[src/hdl/env_sensor_compensation_unit_defines.svh]
// Assertion macros shared by the compensation unit RTL.
`ifndef ENV_SENSOR_COMPENSATION_UNIT_DEFINES_SVH
`define ENV_SENSOR_COMPENSATION_UNIT_DEFINES_SVH
`ifndef SYNTHESIS
// Check a property on the rising clock edge, disabled while in reset.
`define ESCU_ASSERT(lbl, clk, rst, prop, msg) \
   lbl: assert property (@(posedge clk) disable iff (rst) prop) else $error(msg);
// Check a property on the rising clock edge, including during reset.
`define ESCU_ASSERT_ALWAYS(lbl, clk, prop, msg) \
   lbl: assert property (@(posedge clk) prop) else $error(msg);
`else
`define ESCU_ASSERT(lbl, clk, rst, prop, msg)
`define ESCU_ASSERT_ALWAYS(lbl, clk, prop, msg)
`endif
`endif

[src/hdl/escu_pkg.sv]
`timescale 1ns / 1ps
package escu_pkg;

   localparam int CsrIdxW   = 3;
   localparam int DivStages = 32;

   // Register indexes of the calibration port
   typedef enum logic [CsrIdxW-1:0] {
      REG_CAL_TEMP    = 3'd0,
      REG_CAL_PRESS_A = 3'd1,
      REG_CAL_PRESS_B = 3'd2,
      REG_CAL_PRESS_C = 3'd3,
      REG_CAL_HUM     = 3'd4
   } csr_index_type;

   localparam logic [31:0] PressOffset   = 32'd64000;
   localparam logic [31:0] PressFull     = 32'd1048576;
   localparam logic [31:0] PressScale    = 32'd3125;
   localparam logic [31:0] HumOffset     = 32'd76800;
   localparam logic [31:0] HumRound      = 32'd16384;
   localparam logic [31:0] HumBias       = 32'd2097152;
   localparam logic [31:0] HumRoundH2    = 32'd8192;
   localparam logic [31:0] HumClamp      = 32'd419430400;
   localparam logic [31:0] Half15        = 32'd32768;
   localparam logic [31:0] TempRound     = 32'd128;

   // Calibration words as unpacked from the registers
   typedef struct packed {
      logic [15:0] t1, t2, t3;
      logic [15:0] p1, p2, p3, p4, p5, p6, p7, p8, p9;
      logic [7:0]  h1;
      logic [15:0] h2;
      logic [7:0]  h3;
      logic [11:0] h4, h5;
      logic [7:0]  h6;
   } cal_type;

   // Division request from the front end
   typedef struct packed {
      logic [31:0] dividend;
      logic [31:0] divisor;
   } div_req_type;

   // Finished fields and pressure flags that ride along the divider
   typedef struct packed {
      logic [15:0] temp;
      logic [16:0] hum;
      logic        dbl;
      logic        zero;
   } side_type;

   function automatic logic [31:0] asr(logic [31:0] x, int n);
      return 32'($signed(x) >>> n);
   endfunction

   function automatic logic [31:0] sx16(logic [15:0] v);
      return {{16{v[15]}}, v};
   endfunction

   function automatic logic [31:0] sx12(logic [11:0] v);
      return {{20{v[11]}}, v};
   endfunction

   function automatic logic [31:0] sx8(logic [7:0] v);
      return {{24{v[7]}}, v};
   endfunction

endpackage

[src/hdl/escu_back.sv]
`timescale 1ns / 1ps
module escu_back (
   input  logic                clock,
   input  logic                reset,
   input  logic                en,
   input  logic                in_valid,
   input  logic [31:0]         quotient,
   input  escu_pkg::side_type  in_side,
   input  escu_pkg::cal_type   cal,
   output logic                out_valid,
   output logic [15:0]         temp,
   output logic [31:0]         pressure,
   output logic [16:0]         hum
);

   localparam int Stages = 4;

   logic [Stages-1:0] v_ff;
   logic [31:0] p1_ff, p2_ff, p3_ff;
   logic [31:0] sq2_ff, pb2_ff, a3_ff, b3_ff, pres4_ff;
   logic [15:0] temp1_ff, temp2_ff, temp3_ff, temp4_ff;
   logic [16:0] hum1_ff, hum2_ff, hum3_ff, hum4_ff;
   logic        zero1_ff, zero2_ff, zero3_ff;

   always_ff @(posedge clock) begin
      if (reset) begin
         v_ff <= '0;
      end else if (en) begin
         v_ff <= {v_ff[Stages-2:0], in_valid};
      end
   end

   // Scale the quotient, then apply the second-order pressure correction
   always_ff @(posedge clock) begin
      if (en) begin
         p1_ff    <= in_side.dbl ? (quotient << 1) : quotient;
         zero1_ff <= in_side.zero;
         temp1_ff <= in_side.temp;
         hum1_ff  <= in_side.hum;

         sq2_ff   <= (p1_ff >> 3) * (p1_ff >> 3);
         pb2_ff   <= (p1_ff >> 2) * escu_pkg::sx16(cal.p8);
         p2_ff    <= p1_ff;
         zero2_ff <= zero1_ff;
         temp2_ff <= temp1_ff;
         hum2_ff  <= hum1_ff;

         a3_ff    <= escu_pkg::asr(escu_pkg::sx16(cal.p9) * (sq2_ff >> 13), 12);
         b3_ff    <= escu_pkg::asr(pb2_ff, 13);
         p3_ff    <= p2_ff;
         zero3_ff <= zero2_ff;
         temp3_ff <= temp2_ff;
         hum3_ff  <= hum2_ff;

         pres4_ff <= zero3_ff ? '0
                     : p3_ff + escu_pkg::asr(a3_ff + b3_ff + escu_pkg::sx16(cal.p7), 4);
         temp4_ff <= temp3_ff;
         hum4_ff  <= hum3_ff;
      end
   end

   assign out_valid = v_ff[Stages-1];
   assign temp      = temp4_ff;
   assign pressure  = pres4_ff;
   assign hum       = hum4_ff;

endmodule

[config.mk]
export PLATFORM = sky130hd
export DESIGN_NAME = escu_back
export DESIGN_NICKNAME = d
export VERILOG_FILES = /design/src/hdl/env_sensor_compensation_unit_defines.svh /design/src/hdl/escu_pkg.sv /design/src/hdl/escu_back.sv
export SDC_FILE = /design/constraint.sdc
export NUM_CORES = 2
export LEC_CHECK = 0
export ABC_CLOCK_PERIOD_IN_PS = 6900
export BUFFER_PORTS_ARGS = -buffer_cell sky130_fd_sc_hd__buf_2
export CAP_MARGIN = 0
export CORE_MARGIN = 2
export CORE_UTILIZATION = 55
export DETAILED_ROUTE_END_ITERATION = 8
export PLACE_DENSITY = 0.85
export SETUP_SLACK_MARGIN = 0.1
export SYNTH_ARGS = -nofsm -noshare
export SYNTH_HDL_FRONTEND = slang
export SYNTH_SLANG_ARGS = --single-unit
[constraint.sdc]
create_clock -name clock -period 6.9 [get_ports clock]
set_input_delay 0 -clock clock [delete_from_list [all_inputs] [get_ports clock]]
set_output_delay 0 -clock clock [all_outputs]
set_load 0.005 [all_outputs]
Word level (Yosys, flattened, before mapping)
Index checks and enable logic that the tools add are counted.

storage, ports and cells
  register bits after elaboration = 370
  input port bits = 327
  output and inout bits = 66
  logic and storage cells = 28

operators by class
  $add $sub $neg = 3
  multipliers = 3
  multiplexer cells = 1

operators with widths
  cell            count
  $add 32x32->32  1
  $mul 16x20->32  1
  $mul 29x29->32  1
  $mul 31x16->32  1
  $mux 32         1
  $add 21x16->22  1
  $add 20x19->21  1

Logic depth before layout (Yosys ltp)
  word-level depth = 3
  gate-level depth with buffers = 29
  gate-level depth less buffers = 27

Worst setup path after synthesis
No wires, ideal clock.

  path kind = register to register
  start point = register p1_ff[5]
  end point = register sq2_ff[31] (data pin)
  arrival = 7,070 ps
  required time = 6,640 ps
  slack = -430 ps
  cell stages (with the launch flop) = 27
  buffers on the path = 2
  clock period less this slack = 7,330 ps
  cells stage by stage = edfxtp_1 > clkbuf_1 > clkbuf_1 > nand2_1 > inv_1 > fa_1 > fa_1 > fa_1 > inv_1 > fa_1 > inv_1 > fa_1 > fa_1 > fa_1 > inv_1 > fa_1 > inv_1 > ha_1 > and3_1 > and3_1 > a31oi_1 > o21ai_0 > a22oi_1 > nand3_1 > and3_1 > a311o_1 > xnor2_1

on the way
  cells in the longest elaborated chain, start to end = 1

ends and longest elaborated chain
  what                      RTL line         text
  start: declaration        escu_back.sv:19  logic [31:0] p1_ff, p2_ff, p3_ff;
  start signal: assignment  escu_back.sv:36  p1_ff <= in_side.dbl ? (quotient << 1) : quotient;
  $mul 29x29->32            escu_back.sv:41  sq2_ff <= (p1_ff >> 3) * (p1_ff >> 3);
  end signal: assignment    escu_back.sv:41
  end: declaration          escu_back.sv:20  logic [31:0] sq2_ff, pb2_ff, a3_ff, b3_ff, pres4_ff;

Every way passes these cells.
A chain may end at the register's enable or synchronous reset.

Final worst setup path
Ends and elaborated chain as after synthesis.

==> impl_results.html <==
<table>
<tr><th>Metric</th><th>Value</th></tr>
<tr><th colspan="2">Setup path</th></tr>
<tr><td>Highest fanout seen on the critical path</td><td>6</td></tr>
<tr><td>Worst r2r path cells</td><td>25</td></tr>
<tr><td>Nature of the critical path endpoint</td><td>flop</td></tr>
<tr><td>Critical Path Start</td><td>p1_ff[5]$_DFFE_PP_</td></tr>
<tr><td>Most common cell on crit path</td><td>sky130_fd_sc_hd__fa_1</td></tr>
<tr><td>Reg-to-reg setup timing slack</td><td>-0.90 ns</td></tr>
<tr><td>Largest incremental delay on the critical path</td><td>0.77 ns</td></tr>
<tr><td>Capturing point of the worst reg2reg path</td><td>sq2_ff[31]$_DFFE_PP_</td></tr>
<tr><td>Worst EP arrival</td><td>8.13 ns</td></tr>
<tr><td>Critical path data required time</td><td>7.23 ns</td></tr>
<tr><td>Crit-path slowest cell</td><td>sky130_fd_sc_hd__fa_1</td></tr>
<tr><td>Type of origin of the critical path</td><td>flop</td></tr>
<tr><td>Termination of the worst setup path</td><td>sq2_ff[31]$_DFFE_PP_</td></tr>
<tr><td>Crit Path Class</td><td>reg -&gt; reg</td></tr>
<tr><td>Reg-to-reg critical path startpoint</td><td>p1_ff[5]$_DFFE_PP_</td></tr>
<tr><th colspan="2">Synthesis</th></tr>
<tr><td>Largest area contributor in the synthesized netlist</td><td>sky130_fd_sc_hd__fa_1</td></tr>
<tr><td>Net count after synthesis</td><td>6112</td></tr>
<tr><td>Async set or reset register ratio after synthesis</td><td>0</td></tr>
<tr><td>Synthesis-stage register bit count</td><td>344</td></tr>
<tr><td>Number of synthesized flops with an enable pin</td><td>340</td></tr>
<tr><td>Portion of synthesized cell area occupied by the leading cell type</td><td>0.392</td></tr>
<tr><td>YS warnings</td><td>0</td></tr>
<tr><td>Cell with the most instances after synthesis</td><td>sky130_fd_sc_hd__inv_1</td></tr>
<tr><td>Main synth FF type</td><td>sky130_fd_sc_hd__edfxtp_1</td></tr>
<tr><td>Most numerous cell types in the synthesized netlist</td><td>1119 x sky130_fd_sc_hd__inv_1, 923 x sky130_fd_sc_hd__fa_1, 514 x sky130_fd_sc_hd__nand2_1</td></tr>
<tr><td>Synthesized area per cell</td><td>10.5 um2</td></tr>
<tr><td>Library cells used by synthesis</td><td>76</td></tr>
<tr><td>Register area share after synthesis</td><td>0.218</td></tr>
<tr><td>Leading cell types by total area after synthesis</td><td>sky130_fd_sc_hd__fa_1 39%, sky130_fd_sc_hd__edfxtp_1 22%, sky130_fd_sc_hd__ha_1 9.7%</td></tr>
<tr><td>Post-Syn Area</td><td>47100 um2</td></tr>
<tr><td>Cells after Synth</td><td>4497</td></tr>
<tr><th colspan="2">Timing</th></tr>
<tr><td>Final Max Slew Viols</td><td>0</td></tr>
<tr><td>Slew at the pin closest to its max-slew limit</td><td>1.10 ns</td></tr>
<tr><td>Setup repair after global routing missed its margin</td><td>yes</td></tr>
<tr><td>Maximum clock frequency</td><td>0.128 GHz</td></tr>
<tr><td>Worst setup margin</td><td>-0.895 ns</td></tr>
<tr><td>Final Cycle Share</td><td>1.13</td></tr>
<tr><td>Post-layout min period</td><td>7.80 ns</td></tr>
<tr><td>Setup-failing EPs final</td><td>9</td></tr>
<tr><td>Setup clock skew after layout</td><td>0.0451 ns</td></tr>
<tr><td>Relative slew margins</td><td>0.269</td></tr>
<tr><td>Number of hold-slack violations in the final timing report</td><td>0</td></tr>
<tr><th colspan="2">Global routing</th></tr>
<tr><td>Met2 usage</td><td>0.495</td></tr>
<tr><td>Met3 usage in global routing</td><td>0.0705</td></tr>
<tr><td>Number of global-route vias before repair</td><td>37265</td></tr>
<tr><td>Largest net degree at the start of global routing</td><td>198</td></tr>
<tr><td>First-pass GRT wire length</td><td>197000 um</td></tr>
<tr><td>Total congestion overflow after global routing</td><td>0</td></tr>
<tr><td>Number of antenna violations at the first check in global routing</td><td>14</td></tr>
<tr><td>Top Usage Layer GRT</td><td>met2</td></tr>
<tr><td>GRT Util Overall</td><td>0.293</td></tr>
<tr><td>GR Layer Usage met1</td><td>0.351</td></tr>
<tr><th colspan="2">CTS</th></tr>
<tr><td>Clock latency of the later-clocked register in the worst-skew pair</td><td>0.58 ns</td></tr>
<tr><td>Number of H-tree branching levels</td><td>2</td></tr>
<tr><td>Worst-path clk slew</td><td>0.07 ns</td></tr>
<tr><td>Root buf cell</td><td>sky130_fd_sc_hd__clkbuf_16</td></tr>
<tr><td>Number of buffers added by the clock tree synthesis step</td><td>37</td></tr>
<tr><td>CTS sink cnt</td><td>344</td></tr>
<tr><td>Clock tree from TritonCTS</td><td>built</td></tr>
<tr><td>Max Root-Sink Buffers</td><td>3</td></tr>
<tr><th colspan="2">Route</th></tr>
<tr><td>Detailed-router iteration count before antenna repair</td><td>9</td></tr>
<tr><td>Routed wirelength normalized by instance count</td><td>22.4 um</td></tr>
<tr><td>Antenna viol nets, final</td><td>0</td></tr>
<tr><td>Via-to-Cell Ratio</td><td>5.71</td></tr>
<tr><td>Via total after detailed routing</td><td>34876</td></tr>
<tr><td>Total detailed-routing wirelength</td><td>137000 um</td></tr>
<tr><td>Number of remaining DRC errors</td><td>1</td></tr>
<tr><td>Iteration-0 DRC count of the detailed router</td><td>3728</td></tr>
<tr><th colspan="2">Die</th></tr>
<tr><td>Number of placement rows</td><td>107</td></tr>
<tr><td>Die Ht</td><td>297 um</td></tr>
<tr><td>Die extent in x</td><td>297 um</td></tr>
<tr><td>Placeable core region</td><td>85000 um2</td></tr>
<tr><td>I/O pin count</td><td>393</td></tr>
<tr><td>Starting Density</td><td>0.554</td></tr>
<tr><td>Overall die area</td><td>88000 um2</td></tr>
<tr><th colspan="2">Outcome</th></tr>
<tr><td>Outcome</td><td>finished, violations left</td></tr>
<tr><td>Violated checks</td><td>design-rule violations, negative setup slack</td></tr>
<tr><th colspan="2">Flow run</th></tr>
<tr><td># Max-Cap Violations</td><td>0</td></tr>
<tr><th colspan="2">Final layout</th></tr>
<tr><td>Share of final-layout standard cells stronger than drive strength 1</td><td>0.162</td></tr>
<tr><td>Area growth, synth to finish</td><td>15.5%</td></tr>
<tr><td>Final nets</td><td>6542</td></tr>
<tr><th colspan="2">Place</th></tr>
<tr><td>Setup Slack @ Placement</td><td>-0.155 ns</td></tr>
<tr><td>Count of buffers from port buffering</td><td>184</td></tr>
<tr><td>Global placer's final weighted congestion</td><td>0.970</td></tr>
<tr><td>Detailed placer's ending HPWL</td><td>94400 um</td></tr>
<tr><th colspan="2">Worst hold path</th></tr>
<tr><td>Path class of the lowest-slack min-delay path</td><td>in -&gt; reg</td></tr>
</table>
## kinds of logic (layout without fill, tap and decap cells)
logic type / count (synthesis) / in the layout / synth area share
flip-flops: 344 / 344 / 0.218
buffers and inverters: 1293 / 1750 / 0.103
adder cells (fa/ha/maj): 1288 / 1288 / 0.489
other: 0 / 7 / 0
multiplexers: 36 / 36 / 0.00847
XOR/XNOR: 135 / 135 / 0.0251
AND/OR/NAND/NOR: 1182 / 1182 / 0.123
AO/OA/AOI/OAI: 219 / 219 / 0.0330
## registers in the layout, summed over array words and instances (netlist names)
| signal | count |
|---|---|
| zero3_ff | 1 |
| p3_ff | 32 |
| temp | 16 |
| hum2_ff | 17 |
| temp2_ff | 16 |
| temp3_ff | 16 |
| pressure | 32 |
| temp1_ff | 16 |
| zero1_ff | 1 |
| a3_ff | 20 |
| hum1_ff | 17 |
| pb2_ff | 19 |
| p1_ff | 32 |
| sq2_ff | 19 |
| b3_ff | 19 |
| zero2_ff | 1 |
| hum3_ff | 17 |
| hum | 17 |
| p2_ff | 32 |
| v_ff | 4 |
## worst max-delay path: cells and delay by family, from the launching register on
family,cells,cell delay [ns]
adder cells (fa/ha/maj),9,4.62
buffers and inverters,11,1.25
AO/OA/AOI/OAI,2,0.61
flip-flops,1,0.42
XOR/XNOR,1,0.41
AND/OR/NAND/NOR,2,0.21
## layout make-up
type,instances,area [um2]
Clock inverter,26,307
Timing Repair Buffer,564,4320
Antenna cell,7,17.5
Multi-Input combinational cell,2860,32900
Clock buffer,40,937
Inverter,1120,4210
Fill cell,5687,30600
Tap cell,1144,1430
Sequential cell,344,10300
## cells in the final DEF, fill, tap and decap left out, types with 14 or more instances in the layout
cell and n:
sky130_fd_sc_hd__mux2_2 31, sky130_fd_sc_hd__nand3_1 14, sky130_fd_sc_hd__fa_1 883, sky130_fd_sc_hd__o21a_1 18
sky130_fd_sc_hd__o21ai_0 31, sky130_fd_sc_hd__inv_1 1081, sky130_fd_sc_hd__nor3_1 23, sky130_fd_sc_hd__buf_4 251
sky130_fd_sc_hd__buf_2 183, sky130_fd_sc_hd__fa_2 40, sky130_fd_sc_hd__dlygate4sd3_1 78, sky130_fd_sc_hd__nand2_1 493
sky130_fd_sc_hd__nor2b_1 17, sky130_fd_sc_hd__a21oi_1 43, sky130_fd_sc_hd__buf_6 34, sky130_fd_sc_hd__a21o_1 28
sky130_fd_sc_hd__and2_4 24, sky130_fd_sc_hd__xor2_1 32, sky130_fd_sc_hd__ha_1 335, sky130_fd_sc_hd__xnor2_1 101
sky130_fd_sc_hd__nand2b_1 33, sky130_fd_sc_hd__edfxtp_1 340, sky130_fd_sc_hd__nor2_1 111, sky130_fd_sc_hd__clkbuf_16 38
sky130_fd_sc_hd__and2_1 380, sky130_fd_sc_hd__nand2_2 15, sky130_fd_sc_hd__ha_4 29, sky130_fd_sc_hd__inv_2 37
## through the flow
step	hold WS (ns)	setup TNS, ns	cells	util	instance area, um2
final	0.149	-2.82	6105	0.640	54400
after CTS	0.124	-0.0146	6048	0.626	53200
after global routing	0.154	-3.62	6100	0.640	54400
after floorplan	0.0724	0	4497	-	47400
after global placement	0.177	0	5878	0.597	50700
after detailed placement	0.178	-0.491	5878	0.597	50700
## metal layers
layer  vias up  part of all wire
li1      14308                 -
met1     17353              0.34
met2      2456              0.48
met3       749              0.11
met4        10             0.070
met5         -            0.0014
## worst min-delay path by stage
stage	startpoint	slack, ns	end	cells past startpoint
floorplan	reset	0.07	v_ff[0]$_SDFFE_PP0P_	1
global route	in_side[0]	0.15	zero1_ff$_DFFE_PP_	2
CTS	in_side[1]	0.12	p1_ff[0]$_SDFFCE_PP0P_	2
finish	in_side[28]	0.15	temp1_ff[9]$_DFFE_PP_	2
detailed placement	in_side[26]	0.18	temp1_ff[7]$_DFFE_PP_	1
global placement	in_side[16]	0.18	hum1_ff[14]$_DFFE_PP_	1
## timing repair
action | CTS | global route
setup buffers | 25 | 51
setup endpoints to repair | 18 | 39
endpoints found under the hold margin | 134 | 0
pin swaps | 35 | 151
hold buffers | 78 | 0
gates cloned | 1 | 1
gates resized for setup | 46 | 200
Power is left out: the tool's default activity adds up to more than one toggle a clock period on the data nets, which glitch-free logic cannot reach.
